File: config.mk
export PLATFORM = sky130hd
export DESIGN_NAME = sghl_ram
export DESIGN_NICKNAME = d
export VERILOG_FILES = /design/src/hdl/sghl_ram.sv
export SDC_FILE = /design/constraint.sdc
export NUM_CORES = 1
export LEC_CHECK = 0
export ABC_AREA = 1
export ABC_CLOCK_PERIOD_IN_PS = 1600
export BUFFER_PORTS_ARGS = -buffer_cell sky130_fd_sc_hd__buf_2
export CORE_MARGIN = 1
export CORE_UTILIZATION = 47
export CTS_CLUSTER_SIZE = 30
export DETAILED_ROUTE_END_ITERATION = 8
export GPL_ROUTABILITY_DRIVEN = 0
export RECOVER_POWER = 25
export SYNTH_ARGS = -nofsm -noshare
export SYNTH_HDL_FRONTEND = slang
export SYNTH_SLANG_ARGS = --single-unit
File: constraint.sdc
create_clock -name i_clk -period 1.6 [get_ports i_clk]
set_input_delay 0 -clock i_clk [delete_from_list [all_inputs] [get_ports i_clk]]
set_output_delay 0 -clock i_clk [all_outputs]
set_load 0.01 [all_outputs]
File: src/hdl/sghl_ram.sv
`timescale 1ns / 1ps
`default_nettype none
// ----------------------------------------------------------------------------
// Generic simple dual-port RAM
// One write port and one read port, read data registered.
// ----------------------------------------------------------------------------
module sghl_ram #(
    parameter  int WIDTH  = 8,
    parameter  int DEPTH  = 16,
    localparam int ADDR_W = (DEPTH > 1) ? $clog2(DEPTH) : 1
) (
    input  wire logic              i_clk,
    input  wire logic              i_we,
    input  wire logic [ADDR_W-1:0] i_waddr,
    input  wire logic [WIDTH-1:0]  i_wdata,
    input  wire logic [ADDR_W-1:0] i_raddr,
    output logic      [WIDTH-1:0]  o_rdata
);

    logic [WIDTH-1:0] r_mem [DEPTH];

    always_ff @(posedge i_clk) begin
        if (i_we) begin
            r_mem[i_waddr] <= i_wdata;
        end
        o_rdata <= r_mem[i_raddr];
    end

endmodule
`default_nettype wire

==> impl_summary.txt <==
----------------------------------------------------
[Run status]
  Status ... completed

[Global route]
  Gr ovfl total ... 0
  Tot GR Track Use ... between 20% and 30%
  Maximum number of pins on one net before global-route repair ... 65
  Vias in the first global route ... 3,665
  Met1 usage in global routing ... roughly 28%
  First-pass GRT wire length ... approximately 20 mm
  Met2 Track Usage GR ... a little under two fifths
  M3 GR Usage ... under 10%
  Busiest layer in global routing ... met2
  Number of antenna violations at the first check in global routing ... 0

[STA]
  Worst hold-check slack ... 0.02535 ns
  Maximum clock skew at final layout ... around 0.0082 ns
  Setup repair after global routing missed its margin ... no
  Final hold violation count ... 0
  Headroom to the max-slew limit ... around 36%
  Final-report setup violation count ... 0
  Period utilization ... between 60% and 70%
  Final critical delay including setup and external delays ... between 1 and 1.5 ns
  Total count of max-transition violations in the final report ... 0
  Slew @ Worst Pin ... approximately 0.96 ns
  Total negative slack for setup checks ... 0 ns
  Achievable frequency ... between 0.9 and 1 GHz

[Job]
  # Max-Cap Violations ... 0

[Final layout]
  Layout net count ... approximately 600
  Synthesis-to-finish area growth ... 14.49%
  Final Core Density ... approximately 55%
  Antenna cell count ... 0
  Commonest non-fill, non-tap cell in the layout ... nand2_1
  Area of combinational cells with multiple inputs ... approximately 1200 um^2
  Ratio of cells with drive above 1 in the final layout ... between 10 and 15%
  Leading cell types in the layout, fill and taps excluded ... 173 x nand2_1, 128 x edfxtp_1, 100 x inv_1, 97 x nand3_1, 20 x buf_2
  Number of filler cells placed in the layout ... 1,022
  Register area ... 4004 um^2

[Clocking]
  Count of buffers added by post-CTS timing repair for setup ... 0
  TritonCTS clock tree ... built
  Clock root cell ... clkbuf_16
  Sink count of the clock tree ... between 100 and 150
  Clock transition at the registers of the reported paths ... roughly 0.060 ns
  Worst-skew pair later-pin latency ... approximately 0.41 ns
  Number of H-tree branching levels ... 4
  CTS Buffer Depth ... 2
  Cts bufs inserted ... 17

[Setup path]
  Critical Path Source ... r_mem[5][4]
  Buffers and inverters on the worst path ... 1
  Stage delay of the slowest cell on the critical path ... ~0.37 ns
  Endpoint kind of the worst setup timing path ... flip-flop
  Reg-to-Reg End ... o_rdata[4]
  Cell type group with the largest total delay on the critical path ... simple AND/OR/NAND/NOR gates
  Flop-to-flop setup slack ... between 0.5 and 0.6 ns
  Chain of cells forming the critical path ... inv_1, nand2_1, nand3_1, nand3_1, nand3_1, nand2_1
  Number of cells on the worst reg-to-reg path ... 6
  Required time of the critical path ... 1.90 ns
  Number of gates on the worst path with buffers counted ... 6
  Highest fanout seen on the critical path ... 1
  CP dominant cell by count ... nand3_1
  WS Path Type ... flip-flop to flip-flop
  Critical path arrival ... 1.35 ns
  Worst setup path endpoint ... o_rdata[4]
  Launch instance of the worst register-to-register path ... r_mem[5][4]
  Critical-path top delay cell ... edfxtp_1
  Category of the worst setup path launch point ... flip-flop

[Synth]
  Synth Warn # ... 0
  Post-synthesis instance area ... 5767 um^2
  Flip-flop and latch count after synthesis ... between 100 and 150
  Net Count, Synth ... 569
  Avg Inst Size Synth ... approximately 10 um^2
  Count of different cell masters after synthesis ... 12
  Cells after Synth ... between 500 and 600
  Register area share after synthesis ... 69.43%

[Die]
  Ports ... 26
  Core region area ... 11,960 um^2
  Die ar. ... 12,720 um^2
  Floorplan die height ... 112.8 um
  Die width ... 112.8 um
  Site row count ... 40
  Initial Util ... about half

[Min path]
  Startpoint of the most critical hold path ... i_wdata[3]
  Class of the worst hold path ... primary input to flip-flop

[Routing]
  Detailed router's first-iteration violation count ... a little over 200
  Via Count ... around 3,800
  Post-route ant nets ... 0
  Number of design rule violations left after detail routing ... 0
  Drt first pass iters ... 4
  Wire length per cell ... around 17 um
  Via-to-Cell Ratio ... 5.047
  Routed WL ... around 13 mm

[Pwr]
  Leak ... 2.865 nW
  Final Power ... between 0.007 and 0.008 W
  Maximum VDD drop ... about 620 uV
  Total power divided by cell area ... 1204 nW/um^2

[Placement]
  Detailed placer's ending HPWL ... 7.943 mm
  Port buffer count ... 25

----------------------------------------------------
synth_stat cells:
master	instances	area share, %
nor2_1	17	1.1
edfxtp_1	128	67
buf_4	4	0.52
inv_1	100	6.5
nand2_1	173	11
nand3_1	97	8.4
buf_2	13	1.1
inv_2	2	0.13
buf_1	1	0.065
buf_6	6	1.2
dfxtp_1	8	2.8
nand3b_1	2	0.26
what timing repair did:
item	in CTS	in global routing
hold buffers	1	0
endpoints found under the hold margin	8	0
gates resized for setup	0	0
metrics by stage:
| step | worst slack (ns) | cell area, um^2 | std cells |
|---|---|---|---|
| final | 0.5480 | 6603 | 750 |
| after global routing | 0.4726 | 6603 | 750 |
| after CTS | 0.5325 | 6609 | 750 |
| after detailed placement | 0.3225 | 6077 | 718 |
| after global placement | 0.3373 | 6077 | 718 |
| after floorplan | 0.6492 | 5767 | 551 |
metal layers:
layer,vias up,wire [um]
met3,17,551
met2,103,6565
met1,1815,5570
met4,0,291
li1,1850,-
met5,-,0
registers in the layout, summed over array words and instances, names as in the netlist:
signal / flops
o_rdata: 8
r_mem: 128
power breakdown:
| part | internal, W | total [W] | switching (W) |
|---|---|---|---|
| Sequential | 0.00399 | 0.00401 | 0.0000272 |
| Combinational | 0.000141 | 0.000491 | 0.000350 |
| Clock | 0.00210 | 0.00344 | 0.00134 |
kinds of logic (layout without fill, tap and decap cells):
family	count (synthesis)	in the layout	synth area share, %
simple gates	289	289	21.05
flops	136	136	69.43
buf+inv	126	178	9.525
cell type report:
cell class	instances	area share (%)
flip-flops and latches	136	60.64
clock inverters	10	1.232
well taps	147	2.786
clock buffers	21	6.670
inverters	102	5.799
repair buffers	45	4.491
multi-input cells	289	18.38
how the worst min path moves through the flow:
stage | endpoint | slack [ns] | depth (start not counted)
2_1_floorplan | r_mem[0][0] | 0.1 | 0
3_3_place_gp | o_rdata[4] | 0.36 | 3
3_5_place_dp | o_rdata[1] | 0.36 | 3
4_1_cts | r_mem[3][4] | 0.02 | 1
5_1_grt | r_mem[6][3] | 0.04 | 1
6_report | r_mem[1][3] | 0.03 | 1
(Power assumes the default switching activity.)
